[src/assert_macros.svh]
// Assertion macros shared by the parser modules.
// Every macro checks on the rising clock edge and is switched off during reset.
`ifndef ASSERT_MACROS_SVH
`define ASSERT_MACROS_SVH

// The property must hold on every clock edge outside reset.
`define ASSERT_CLK(lbl, clk, rst_n, prop, msg) \
	lbl: assert property (@(posedge clk) disable iff (!rst_n) (prop)) else $error(msg);

// The condition must never be seen on a clock edge outside reset.
`define ASSERT_NEVER(lbl, clk, rst_n, cond, msg) \
	lbl: assert property (@(posedge clk) disable iff (!rst_n) !(cond)) else $error(msg);

`endif

[src/mfep_pkg.sv]
// Shared constants and types of the MIDI file event parser.
// Used by the front parser, the record queue, the back serializer and the top level.
package mfep_pkg;

	localparam int MAX_VARLEN_DEF = 4;
	localparam int OFFSET_BITS_DEF = 32;

	localparam int OUT_OFF_W = 32;
	localparam int DELTA_W = 28;
	localparam int TRACK_W = 16;
	localparam int WORD_W = 16;
	localparam int OUT_DATA_W = 136;
	localparam int KIND_W = 2;

	// Record kinds carried on the output tuser.
	localparam logic [KIND_W-1:0] KIND_HEADER = 2'd0;
	localparam logic [KIND_W-1:0] KIND_EVENT = 2'd1;
	localparam logic [KIND_W-1:0] KIND_END_TRACK = 2'd2;

	localparam int QUEUE_DEPTH = 4;

	// One queue entry holds every record caused by one input byte.
	typedef struct packed {
		logic hdr_v;
		logic ev_v;
		logic eot_v;
		logic [TRACK_W-1:0] track;
		logic [OUT_OFF_W-1:0] ev_off;
		logic [DELTA_W-1:0] delta;
		logic [7:0] status;
		logic err;
		logic [OUT_OFF_W-1:0] eot_off;
		logic [3*WORD_W-1:0] hdr_words;
	} entry_t;

endpackage

[src/mfep_front.sv]
// Front part of the MIDI file event parser: takes one file byte per cycle unless
// the queue is full, frames chunks and events, pushes each byte's records. Uses mfep_pkg.
module mfep_front #(
	parameter int MAX_VARLEN_BYTES = mfep_pkg::MAX_VARLEN_DEF,
	parameter int OFFSET_BITS = mfep_pkg::OFFSET_BITS_DEF
) (
	input logic clk,
	input logic arst_n,
	input logic in_valid,
	input logic [7:0] in_byte,
	input logic in_sof,
	input logic q_full,
	output logic in_ready,
	output logic push,
	output mfep_pkg::entry_t push_entry
);

	localparam logic [3:0] PH_TYPE = 4'd0;
	localparam logic [3:0] PH_LEN = 4'd1;
	localparam logic [3:0] PH_HDR = 4'd2;
	localparam logic [3:0] PH_SKIPCHUNK = 4'd3;
	localparam logic [3:0] PH_DELTA = 4'd4;
	localparam logic [3:0] PH_STATUS = 4'd5;
	localparam logic [3:0] PH_METATYPE = 4'd6;
	localparam logic [3:0] PH_VLEN = 4'd7;
	localparam logic [3:0] PH_DATA = 4'd8;

	localparam logic [31:0] TAG_MTHD = 32'h4D54_6864;
	localparam logic [31:0] TAG_MTRK = 32'h4D54_726B;
	localparam int CNT_W = 4;
	localparam int DW = mfep_pkg::DELTA_W;
	localparam int OW = mfep_pkg::OUT_OFF_W;
	localparam int TW = mfep_pkg::TRACK_W;

	logic [3:0] phase_q;
	logic [31:0] type_q;
	logic [CNT_W-1:0] cnt_q;
	logic [31:0] chunk_left_q;
	logic [31:0] acc_q;
	logic [7:0] rs_q;
	logic [DW-1:0] skip_q;
	logic [OFFSET_BITS-1:0] pos_q;
	logic [TW-1:0] track_q;
	logic [47:0] hdr_q;
	logic [OFFSET_BITS-1:0] ev_start_q;
	logic [DW-1:0] delta_q;
	logic err_q;
	logic active_q;

	logic [3:0] p;
	logic [31:0] ts;
	logic [CNT_W-1:0] cnt;
	logic [31:0] cl;
	logic [31:0] acc;
	logic [7:0] rs;
	logic [DW-1:0] skip;
	logic [OFFSET_BITS-1:0] pos;
	logic [TW-1:0] trk;
	logic [47:0] hdr;
	logic [OFFSET_BITS-1:0] es;
	logic [DW-1:0] dl;
	logic err;
	logic act;
	logic in_track;
	logic done;
	logic asb;
	logic [1:0] len;
	logic hdr_v;
	logic ev_v;
	logic eot_v;
	logic [TW-1:0] ev_track;
	logic [OW-1:0] ev_off;
	logic [DW-1:0] ev_delta;
	logic [7:0] ev_status;
	logic ev_err;
	logic [OW-1:0] eot_off;
	logic accept;

	assign in_ready = !q_full;
	assign accept = in_valid && !q_full;

	always_comb begin
		// A start-of-file byte is parsed from the reset state.
		p = in_sof ? PH_TYPE : phase_q;
		ts = in_sof ? '0 : type_q;
		cnt = in_sof ? '0 : cnt_q;
		cl = in_sof ? '0 : chunk_left_q;
		acc = in_sof ? '0 : acc_q;
		rs = in_sof ? '0 : rs_q;
		skip = in_sof ? '0 : skip_q;
		pos = in_sof ? '0 : pos_q;
		trk = in_sof ? '0 : track_q;
		hdr = in_sof ? '0 : hdr_q;
		es = in_sof ? '0 : ev_start_q;
		dl = in_sof ? '0 : delta_q;
		err = in_sof ? 1'b0 : err_q;
		act = in_sof ? 1'b0 : active_q;
		in_track = 1'b0;
		done = 1'b0;
		asb = 1'b0;
		len = 2'd0;
		hdr_v = 1'b0;
		ev_v = 1'b0;
		eot_v = 1'b0;
		ev_track = '0;
		ev_off = '0;
		ev_delta = '0;
		ev_status = '0;
		ev_err = 1'b0;
		eot_off = '0;

		case (p)
			PH_TYPE: begin
				if (cnt == '0) begin
					ts = '0;
				end
				ts = {ts[23:0], in_byte};
				cnt = cnt + 1'b1;
				if (cnt >= CNT_W'(4)) begin
					cnt = '0;
					acc = '0;
					p = PH_LEN;
				end
			end
			PH_LEN: begin
				acc = {acc[23:0], in_byte};
				cnt = cnt + 1'b1;
				if (cnt >= CNT_W'(4)) begin
					cl = acc;
					cnt = '0;
					acc = '0;
					if (ts == TAG_MTRK) begin
						rs = '0;
						act = 1'b0;
						if (cl == '0) begin
							eot_v = 1'b1;
							eot_off = OW'(pos);
							trk = trk + 1'b1;
							p = PH_TYPE;
						end else begin
							p = PH_DELTA;
						end
					end else if (cl == '0) begin
						p = PH_TYPE;
					end else if (ts == TAG_MTHD) begin
						hdr = '0;
						p = PH_HDR;
					end else begin
						p = PH_SKIPCHUNK;
					end
				end
			end
			default: begin
				in_track = (p >= PH_DELTA);
				if (p == PH_HDR) begin
					hdr = {hdr[39:0], in_byte};
					cnt = cnt + 1'b1;
					if (cnt >= CNT_W'(6)) begin
						hdr_v = 1'b1;
						cnt = '0;
						p = PH_SKIPCHUNK;
					end
				end else if (in_track) begin
					if (p == PH_DELTA) begin
						if (!act) begin
							act = 1'b1;
							es = pos;
							acc = '0;
							cnt = '0;
							err = 1'b0;
						end
						acc = {acc[24:0], in_byte[6:0]};
						cnt = cnt + 1'b1;
						done = !in_byte[7] || (cnt >= CNT_W'(MAX_VARLEN_BYTES));
						if (in_byte[7] && (cnt >= CNT_W'(MAX_VARLEN_BYTES))) begin
							err = 1'b1;
						end
						dl = acc[DW-1:0];
						if (done) begin
							p = PH_STATUS;
						end
					end else if (p == PH_STATUS) begin
						if (in_byte[7]) begin
							rs = in_byte;
						end
						case (rs[7:4]) inside
							[4'h8:4'hB], 4'hE: len = 2'd2;
							4'hC, 4'hD: len = 2'd1;
							default: len = 2'd0;
						endcase
						if (len != 2'd0) begin
							skip = DW'(len);
							p = PH_DATA;
						end else if (rs == 8'hFF) begin
							p = PH_METATYPE;
						end else begin
							p = PH_VLEN;
							acc = '0;
							cnt = '0;
						end
						// A data byte here is running status: it is also the first byte
						// of what follows the status.
						asb = !in_byte[7];
					end else begin
						asb = 1'b1;
					end

					if (asb) begin
						case (p)
							PH_METATYPE: begin
								p = PH_VLEN;
								acc = '0;
								cnt = '0;
							end
							PH_VLEN: begin
								acc = {acc[24:0], in_byte[6:0]};
								cnt = cnt + 1'b1;
								done = !in_byte[7] || (cnt >= CNT_W'(MAX_VARLEN_BYTES));
								if (in_byte[7] && (cnt >= CNT_W'(MAX_VARLEN_BYTES))) begin
									err = 1'b1;
								end
								if (done) begin
									skip = acc[DW-1:0];
									if (skip == '0) begin
										ev_v = 1'b1;
										ev_track = trk;
										ev_off = OW'(es);
										ev_delta = dl;
										ev_status = rs;
										ev_err = err;
										act = 1'b0;
										p = PH_DELTA;
									end else begin
										p = PH_DATA;
									end
								end
							end
							PH_DATA: begin
								skip = skip - 1'b1;
								if (skip == '0) begin
									ev_v = 1'b1;
									ev_track = trk;
									ev_off = OW'(es);
									ev_delta = dl;
									ev_status = rs;
									ev_err = err;
									act = 1'b0;
									p = PH_DELTA;
								end
							end
							default: begin
							end
						endcase
					end
				end

				cl = cl - 1'b1;
				if (cl == '0) begin
					if (in_track) begin
						// A chunk that ends inside an event still reports it.
						if (act) begin
							ev_v = 1'b1;
							ev_track = trk;
							ev_off = OW'(es);
							ev_delta = dl;
							ev_status = rs;
							ev_err = err;
						end
						eot_v = 1'b1;
						eot_off = OW'(pos);
						trk = trk + 1'b1;
					end
					act = 1'b0;
					cnt = '0;
					acc = '0;
					skip = '0;
					p = PH_TYPE;
				end
			end
		endcase
	end

	assign push = accept && (hdr_v || ev_v || eot_v);

	always_comb begin
		push_entry.hdr_v = hdr_v;
		push_entry.ev_v = ev_v;
		push_entry.eot_v = eot_v;
		push_entry.track = ev_v ? ev_track : (in_sof ? '0 : track_q);
		push_entry.ev_off = ev_off;
		push_entry.delta = ev_delta;
		push_entry.status = ev_status;
		push_entry.err = ev_err;
		push_entry.eot_off = eot_off;
		push_entry.hdr_words = hdr;
	end

	always_ff @(posedge clk or negedge arst_n) begin
		if (!arst_n) begin
			phase_q <= PH_TYPE;
			type_q <= '0;
			cnt_q <= '0;
			chunk_left_q <= '0;
			acc_q <= '0;
			rs_q <= '0;
			skip_q <= '0;
			pos_q <= '0;
			track_q <= '0;
			hdr_q <= '0;
			ev_start_q <= '0;
			delta_q <= '0;
			err_q <= 1'b0;
			active_q <= 1'b0;
		end else if (accept) begin
			phase_q <= p;
			type_q <= ts;
			cnt_q <= cnt;
			chunk_left_q <= cl;
			acc_q <= acc;
			rs_q <= rs;
			skip_q <= skip;
			pos_q <= pos + 1'b1;
			track_q <= trk;
			hdr_q <= hdr;
			ev_start_q <= es;
			delta_q <= dl;
			err_q <= err;
			active_q <= act;
		end
	end

endmodule

[src/mfep_queue.sv]
// Short record queue between the front parser and the back serializer.
// Holds mfep_pkg::entry_t items; the head is read straight from the storage registers.
`include "assert_macros.svh"

module mfep_queue (
	input logic clk,
	input logic arst_n,
	input logic push,
	input mfep_pkg::entry_t push_entry,
	input logic pop,
	output logic full,
	output logic head_v,
	output mfep_pkg::entry_t head
);

	localparam int DEPTH = mfep_pkg::QUEUE_DEPTH;
	localparam int PW = $clog2(DEPTH);
	localparam int CW = $clog2(DEPTH + 1);

	mfep_pkg::entry_t store_q [DEPTH];
	logic [PW-1:0] wr_ptr_q;
	logic [PW-1:0] rd_ptr_q;
	logic [CW-1:0] count_q;
	logic do_push;
	logic do_pop;

	assign full = (count_q == CW'(DEPTH));
	assign head_v = (count_q != '0);
	assign head = store_q[rd_ptr_q];
	assign do_push = push && !full;
	assign do_pop = pop && head_v;

	always_ff @(posedge clk) begin
		if (do_push) begin
			store_q[wr_ptr_q] <= push_entry;
		end
	end

	always_ff @(posedge clk or negedge arst_n) begin
		if (!arst_n) begin
			wr_ptr_q <= '0;
			rd_ptr_q <= '0;
			count_q <= '0;
		end else begin
			if (do_push) begin
				wr_ptr_q <= (wr_ptr_q == PW'(DEPTH - 1)) ? '0 : wr_ptr_q + 1'b1;
			end
			if (do_pop) begin
				rd_ptr_q <= (rd_ptr_q == PW'(DEPTH - 1)) ? '0 : rd_ptr_q + 1'b1;
			end
			if (do_push && !do_pop) begin
				count_q <= count_q + 1'b1;
			end else if (do_pop && !do_push) begin
				count_q <= count_q - 1'b1;
			end
		end
	end

	`ASSERT_CLK(a_count_bound, clk, arst_n, count_q <= CW'(DEPTH), "queue count above depth")
	`ASSERT_CLK(a_count_push, clk, arst_n, (do_push && !do_pop) |=> (count_q == $past(count_q) + 1'b1), "queue count missed a push")

endmodule

[src/mfep_back.sv]
// Back part of the MIDI file event parser: turns queue entries into result items
// on the output stream through a registered output stage. Uses mfep_pkg.
`include "assert_macros.svh"

module mfep_back (
	input logic clk,
	input logic arst_n,
	input logic head_v,
	input mfep_pkg::entry_t head,
	output logic pop,
	output logic m_tvalid,
	input logic m_tready,
	output logic [mfep_pkg::OUT_DATA_W-1:0] m_tdata,
	output logic [mfep_pkg::KIND_W-1:0] m_tuser,
	output logic m_tlast
);

	localparam int DW = mfep_pkg::OUT_DATA_W;

	logic tvalid_q;
	logic [DW-1:0] tdata_q;
	logic [mfep_pkg::KIND_W-1:0] tuser_q;
	logic tlast_q;
	logic second_q;

	logic out_free;
	logic fire;
	logic first_of_two;
	logic emit_ev;
	logic pair_head;
	logic [mfep_pkg::KIND_W-1:0] kind;
	logic [DW-1:0] data;

	assign out_free = !tvalid_q || m_tready;
	assign fire = head_v && out_free;
	// An entry with both an event and an end of track gives the event first.
	assign first_of_two = head.ev_v && head.eot_v && !second_q;
	assign pop = fire && !first_of_two;
	assign emit_ev = head.ev_v && !second_q;
	assign pair_head = head_v && head.ev_v && head.eot_v;

	always_comb begin
		data = '0;
		if (head.hdr_v) begin
			kind = mfep_pkg::KIND_HEADER;
			data[99:84] = head.hdr_words[47:32];
			data[115:100] = head.hdr_words[31:16];
			data[131:116] = head.hdr_words[15:0];
			data[132] = head.hdr_words[15];
		end else if (emit_ev) begin
			kind = mfep_pkg::KIND_EVENT;
			data[15:0] = head.track;
			data[47:16] = head.ev_off;
			data[75:48] = head.delta;
			data[83:76] = head.status;
			data[133] = head.err;
		end else begin
			kind = mfep_pkg::KIND_END_TRACK;
			data[15:0] = head.track;
			data[47:16] = head.eot_off;
		end
	end

	always_ff @(posedge clk) begin
		if (fire) begin
			tdata_q <= data;
			tuser_q <= kind;
			tlast_q <= !first_of_two;
		end
	end

	always_ff @(posedge clk or negedge arst_n) begin
		if (!arst_n) begin
			tvalid_q <= 1'b0;
			second_q <= 1'b0;
		end else begin
			if (fire) begin
				tvalid_q <= 1'b1;
				second_q <= first_of_two;
			end else if (m_tready) begin
				tvalid_q <= 1'b0;
			end
		end
	end

	assign m_tvalid = tvalid_q;
	assign m_tdata = tdata_q;
	assign m_tuser = tuser_q;
	assign m_tlast = tlast_q;

	`ASSERT_CLK(a_second_has_pair, clk, arst_n, second_q |-> pair_head, "lone pending end of track")
	`ASSERT_CLK(a_not_last_pending, clk, arst_n, (tvalid_q && !tlast_q) |-> second_q, "stray item")

endmodule

[src/midi_file_event_parser_unit.sv]
// Path: a byte's records are pushed into the record queue, and the queue head is registered out.
// Throughput: one byte per cycle while the queue is not full; the output stage gives one item
// per cycle while not stalled, and a byte that causes an event and an end of track gives two, event first.
// A four-entry record queue lets the byte input keep running while the output stalls, until it is full.
// Reset (arst_n low) clears the parse state, the queue and the output stage at once;
// a byte with start_of_file set restarts the parse as file offset zero.
module midi_file_event_parser_unit #(
	parameter int MAX_VARLEN_BYTES = mfep_pkg::MAX_VARLEN_DEF,
	parameter int OFFSET_BITS = mfep_pkg::OFFSET_BITS_DEF
) (
	input logic clk,
	input logic arst_n,
	input logic s_tvalid,
	output logic s_tready,
	input logic [7:0] s_tdata, // byte_value
	input logic s_tuser, // start_of_file
	output logic m_tvalid,
	input logic m_tready,
	// track_index[15:0], event_offset[47:16], delta_time[75:48], event_status[83:76],
	// file_format[99:84], track_count[115:100], division_word[131:116],
	// uses_smpte[132], length_error[133], zero fill[135:134]
	output logic [mfep_pkg::OUT_DATA_W-1:0] m_tdata,
	output logic [mfep_pkg::KIND_W-1:0] m_tuser, // record_kind
	output logic m_tlast // last_of_run
);

	logic q_full;
	logic push;
	mfep_pkg::entry_t push_entry;
	logic pop;
	logic head_v;
	mfep_pkg::entry_t head;

	mfep_front #(
		.MAX_VARLEN_BYTES(MAX_VARLEN_BYTES),
		.OFFSET_BITS(OFFSET_BITS)
	) u_front (
		.clk(clk),
		.arst_n(arst_n),
		.in_valid(s_tvalid),
		.in_byte(s_tdata),
		.in_sof(s_tuser),
		.q_full(q_full),
		.in_ready(s_tready),
		.push(push),
		.push_entry(push_entry)
	);

	mfep_queue u_queue (
		.clk(clk),
		.arst_n(arst_n),
		.push(push),
		.push_entry(push_entry),
		.pop(pop),
		.full(q_full),
		.head_v(head_v),
		.head(head)
	);

	mfep_back u_back (
		.clk(clk),
		.arst_n(arst_n),
		.head_v(head_v),
		.head(head),
		.pop(pop),
		.m_tvalid(m_tvalid),
		.m_tready(m_tready),
		.m_tdata(m_tdata),
		.m_tuser(m_tuser),
		.m_tlast(m_tlast)
	);

endmodule
[config.mk]
export PLATFORM = sky130hd
export DESIGN_NAME = midi_file_event_parser_unit
export DESIGN_NICKNAME = d
export VERILOG_FILES = /design/src/mfep_pkg.sv /design/src/mfep_front.sv /design/src/mfep_queue.sv /design/src/mfep_back.sv /design/src/midi_file_event_parser_unit.sv
export VERILOG_INCLUDE_DIRS = /design/src /design/src/src
export SDC_FILE = /design/constraint.sdc
export NUM_CORES = 2
export LEC_CHECK = 0
export BUFFER_PORTS_ARGS = -buffer_cell sky130_fd_sc_hd__buf_2
export CORE_MARGIN = 2
export CORE_UTILIZATION = 45
export DETAILED_ROUTE_END_ITERATION = 16
export MAX_ROUTING_LAYER = met4
export SYNTH_ARGS = -nofsm -noshare
export SYNTH_HDL_FRONTEND = slang
export SYNTH_SLANG_ARGS = --single-unit
export TNS_END_PERCENT = 100
[constraint.sdc]
create_clock -name clk -period 13.5 [get_ports clk]
set_input_delay 0.675 -clock clk [delete_from_list [all_inputs] [get_ports clk]]
set_output_delay 0.675 -clock clk [all_outputs]
set_load 0.01 [all_outputs]
==> metrics.csv <==
stage,metric,value,unit
power,Seq pwr share,0.447,
clock_network,hold_buf cts,0,
routing,drt wl/cell,24.9,um
logic_synthesis,Post-Syn Area,48600,um2
critical_path,startpoint types,input port,
floorplan,Die X-Extent,333,um
cells_and_area,FF/Latch Area,31800,um2
floorplan,die span in y,333,um
power,PwrDens,170,nW/um2
logic_synthesis,"Distinct cells, synth",86,
floorplan,Die Area,111000,um2
cells_and_area,Final nets,3676,
critical_path,critical path class,in -> reg,
clock_network,postcts setup bufs,0,
logic_synthesis,"Top FF cell, synth",edfxtp_1,
logic_synthesis,"top cells by count, synth","edfxtp_1 (808), nand2_1 (431), dfrtp_1 (299)",
power,leakage power,20.2,nW
floorplan,initial core utilization,0.454,
routing,routed vias/inst,6.03,
logic_synthesis,Syn Area/Cell,13.6,um2
logic_synthesis,"flops & latches, synth",1107,
grt,GRT Overall Usage,0.238,
critical_path,Crit. End Element,flop,
routing,number of detailed-route iterations in the first pass,6,
clock_network,CTS Root Cell,clkbuf_16,
sta,RSZ-0062 raised after global routing,false,
logic_synthesis,ys async rst share,0.270,
logic_synthesis,synth top area cells,"edfxtp_1 (50%), dfrtp_1 (15%), mux4_2 (7.7%)",
power,sw frac,0.282,
grt,largest net degree at the start of global routing,140,
sta,final number of max-transition violations,0,
sta,fmax,0.125,GHz
placement,RePlAce Congestion,0.937,
hold_path,class of the worst hold path,in -> async,
grt,initial antenna violation count,1,
clock_network,# resized after CTS,0,
cells_and_area,fin util,0.510,
critical_path,CP arrival,8340,ps
clock_network,CTS tree,yes,
power,Peak VDD IR,124,uV
cells_and_area,fill count,9094,
sta,setup_tns,0,ps
critical_path,slowest CP cell,and2_4,
power,Internal Dissipation,6.66,mW
clock_network,clk_lat worst skew,730,ps
cells_and_area,share of cells above drive strength 1,0.176,
grt,first-pass GRT wire length,197,mm
logic_synthesis,Post-synth EDFFs,808,
floorplan,io pins,154,
critical_path,Crit path max-delay family,simple AND/OR/NAND/NOR gates,
logic_synthesis,top-count cell post-synth,edfxtp_1,
logic_synthesis,leading area contributor after synthesis,edfxtp_1,
grt,gr ovfl total,0,
critical_path,R2R setup slack,5510,ps
cells_and_area,Layout area overhead,12.5,%
sta,setup violators final,0,
routing,drt total wl,128,mm
power,clock network power share,0.353,
power,P_sw,2.62,mW
critical_path,Critical Path RT,13830,ps
critical_path,CP Buf/Inv Count,4,
sta,final hold slack,19.0,ps
clock_network,CTS H-Tree Depth,3,
routing,# DRC,0,
clock_network,clk slew on worst S/H paths,60,ps
sta,final period utilization,0.594,
power,combinational share of power,0.201,
sta,Worst Skew,48.2,ps
logic_synthesis,Post-Syn Instances,3566,
routing,antenna-violating nets left,0,
grt,vias in the first global route,30700,
sta,fin crit period,8010,ps
clock_network,Clock Path Buffers,3,
routing,DR vias,31100,
logic_synthesis,"Seq/Total Area, Yosys",0.653,
critical_path,Critical Path Max Stage Delay,870,ps
sta,Slew @ Worst Pin,1210,ps
critical_path,CP most frequent cell,or3_1,
sta,Final Hold Fails,0,
logic_synthesis,yosys warns,0,
critical_path,CP Cell Sequence,buf_6 > buf_4 > nor2b_1 > o211ai_1 > or3_1 > a31oi_1 > ha_1 > inv_1 > a211oi_1 > mux2i_1 > o211ai_1 > o21ai_0 > or3_1 > or3_1 > o21ai_1 > o31a_1 > and2_4 > buf_4,
sta,slew margin rel.,0.190,
run,number of max-cap violations,0,
critical_path,maximum fanout along the worst path,82,
routing,initial drt markers,3197,
clock_network,TritonCTS buffer count,113,
cells_and_area,area of the multi-input gates,15900,um2
status,outcome,finished clean,
placement,DP HPWL,78.9,mm
floorplan,core footprint,107000,um2
logic_synthesis,area share of the largest cell type after synthesis,0.499,
clock_network,clk sinks,1107,
placement,# port buffers,151,
floorplan,count of standard-cell rows,120,
==> worst paths after layout <==
| kind | from | to | cells after the start |
|---|---|---|---|
| min in group clk | m_tready | u_back.m_tvalid | 2 |
| max in group asynchronous | arst_n | u_queue.rd_ptr_q[0] | 2 |
| setup reg to reg | u_front.phase_q[2] | u_queue.store_q[1][103] | 16 |
| hold reg to reg | u_front.track_q[7] | u_front.track_q[7] | 1 |
| hold / removal | arst_n | u_front.delta_q[14] | 1 |
| setup / recovery | s_tuser | u_queue.store_q[1][103] | 18 |
==> layer usage <==
| metal | part of all wire | vias to the layer above | GRT usage |
|---|---|---|---|
| met1 | 0.44 | 15800 | 0.333 |
| li1 | - | 13800 | - |
| met4 | 0.029 | 0 | 0.0758 |
| met5 | 0 | - | - |
| met3 | 0.064 | 227 | 0.0357 |
| met2 | 0.47 | 1153 | 0.362 |
==> power groups by stage <==
stage | Clock (mW) | Combinational [mW] | Sequential, mW
CTS | 3.33 | 1.89 | 4.15
detailed placement | 0 | 1.88 | 4.21
finish | 3.27 | 1.86 | 4.15
global placement | 0 | 1.88 | 4.21
global route | 3.47 | 2.02 | 4.18
floorplan | 0 | 1.21 | 4.23
==> logic make-up after synthesis <==
kind of cell,share of synthesized area
adders and majority gates,0.00478
muxes,0.0927
and+or+nand+nor,0.106
other,0.0000771
xor gates and xnor gates,0.0103
DFF,0.653
AOI/OAI and AO/OA,0.111
buffers and inverters,0.0226
==> flip-flops by register name, indices dropped and copies added (netlist names), 3 cells and up <==
signal                cells
u_front.chunk_left_q     32
u_front.delta_q          28
u_front.hdr_q            48
u_queue.count_q           3
u_front.skip_q           28
u_front.rs_q              8
u_front.acc_q            24
u_back.m_tdata          133
u_front.type_q           32
u_front.track_q          16
u_queue.store_q         672
u_front.phase_q           4
u_front.pos_q            32
u_front.cnt_q             4
u_front.ev_start_q       32
==> cell type report <==
class	instances	area share
Antenna cell	1	0.0000457
Sequential cell	1107	0.580
Timing Repair Buffer	215	0.0236
Inverter	28	0.00192
Multi-Input combinational cell	2180	0.291
Tap cell	1403	0.0321
Clock inverter	66	0.0144
Clock buffer	150	0.0572
==> placed cells by master (no fill, tap or decap), types with 12 or more instances in the layout <==
| master | n |
|---|---|
| edfxtp_1 | 808 |
| nand2_1 | 430 |
| dfrtp_1 | 297 |
| a21oi_1 | 206 |
| o21ai_0 | 176 |
| mux4_2 | 166 |
| buf_2 | 149 |
| nor2_1 | 147 |
| and2_1 | 128 |
| a22o_1 | 123 |
| clkbuf_16 | 116 |
| nand3_1 | 68 |
| buf_4 | 61 |
| a22oi_1 | 59 |
| mux2_2 | 53 |
| nor2b_1 | 48 |
| nor3_1 | 48 |
| a21boi_0 | 37 |
| xor2_1 | 31 |
| nor4_1 | 30 |
| inv_1 | 26 |
| xnor2_1 | 26 |
| and3_1 | 25 |
| clkbuf_1 | 24 |
| nand4_1 | 20 |
| clkinv_2 | 20 |
| o21ai_1 | 17 |
| ha_1 | 17 |
| o21a_1 | 16 |
| clkinv_1 | 16 |
| bufinv_16 | 16 |
| mux2i_1 | 15 |
| or4_1 | 15 |
| o2bb2ai_1 | 15 |
| or3_1 | 14 |
| a31oi_1 | 13 |
| o31ai_1 | 13 |
| nand2b_1 | 12 |
| a2bb2oi_1 | 12 |
| o221ai_1 | 12 |
==> per-stage QoR <==
step | worst slack, ps | power, mW | instances | instance area (um2)
after floorplan | 3700 | 5.44 | 3567 | 48600
after global placement | 4880 | 6.09 | 4933 | 50800
after detailed placement | 4850 | 6.10 | 4933 | 50800
after CTS | 5550 | 9.37 | 5149 | 54700
after global routing | 4920 | 9.66 | 5150 | 54700
final | 5490 | 9.28 | 5150 | 54700
(Power assumes the default switching activity.)
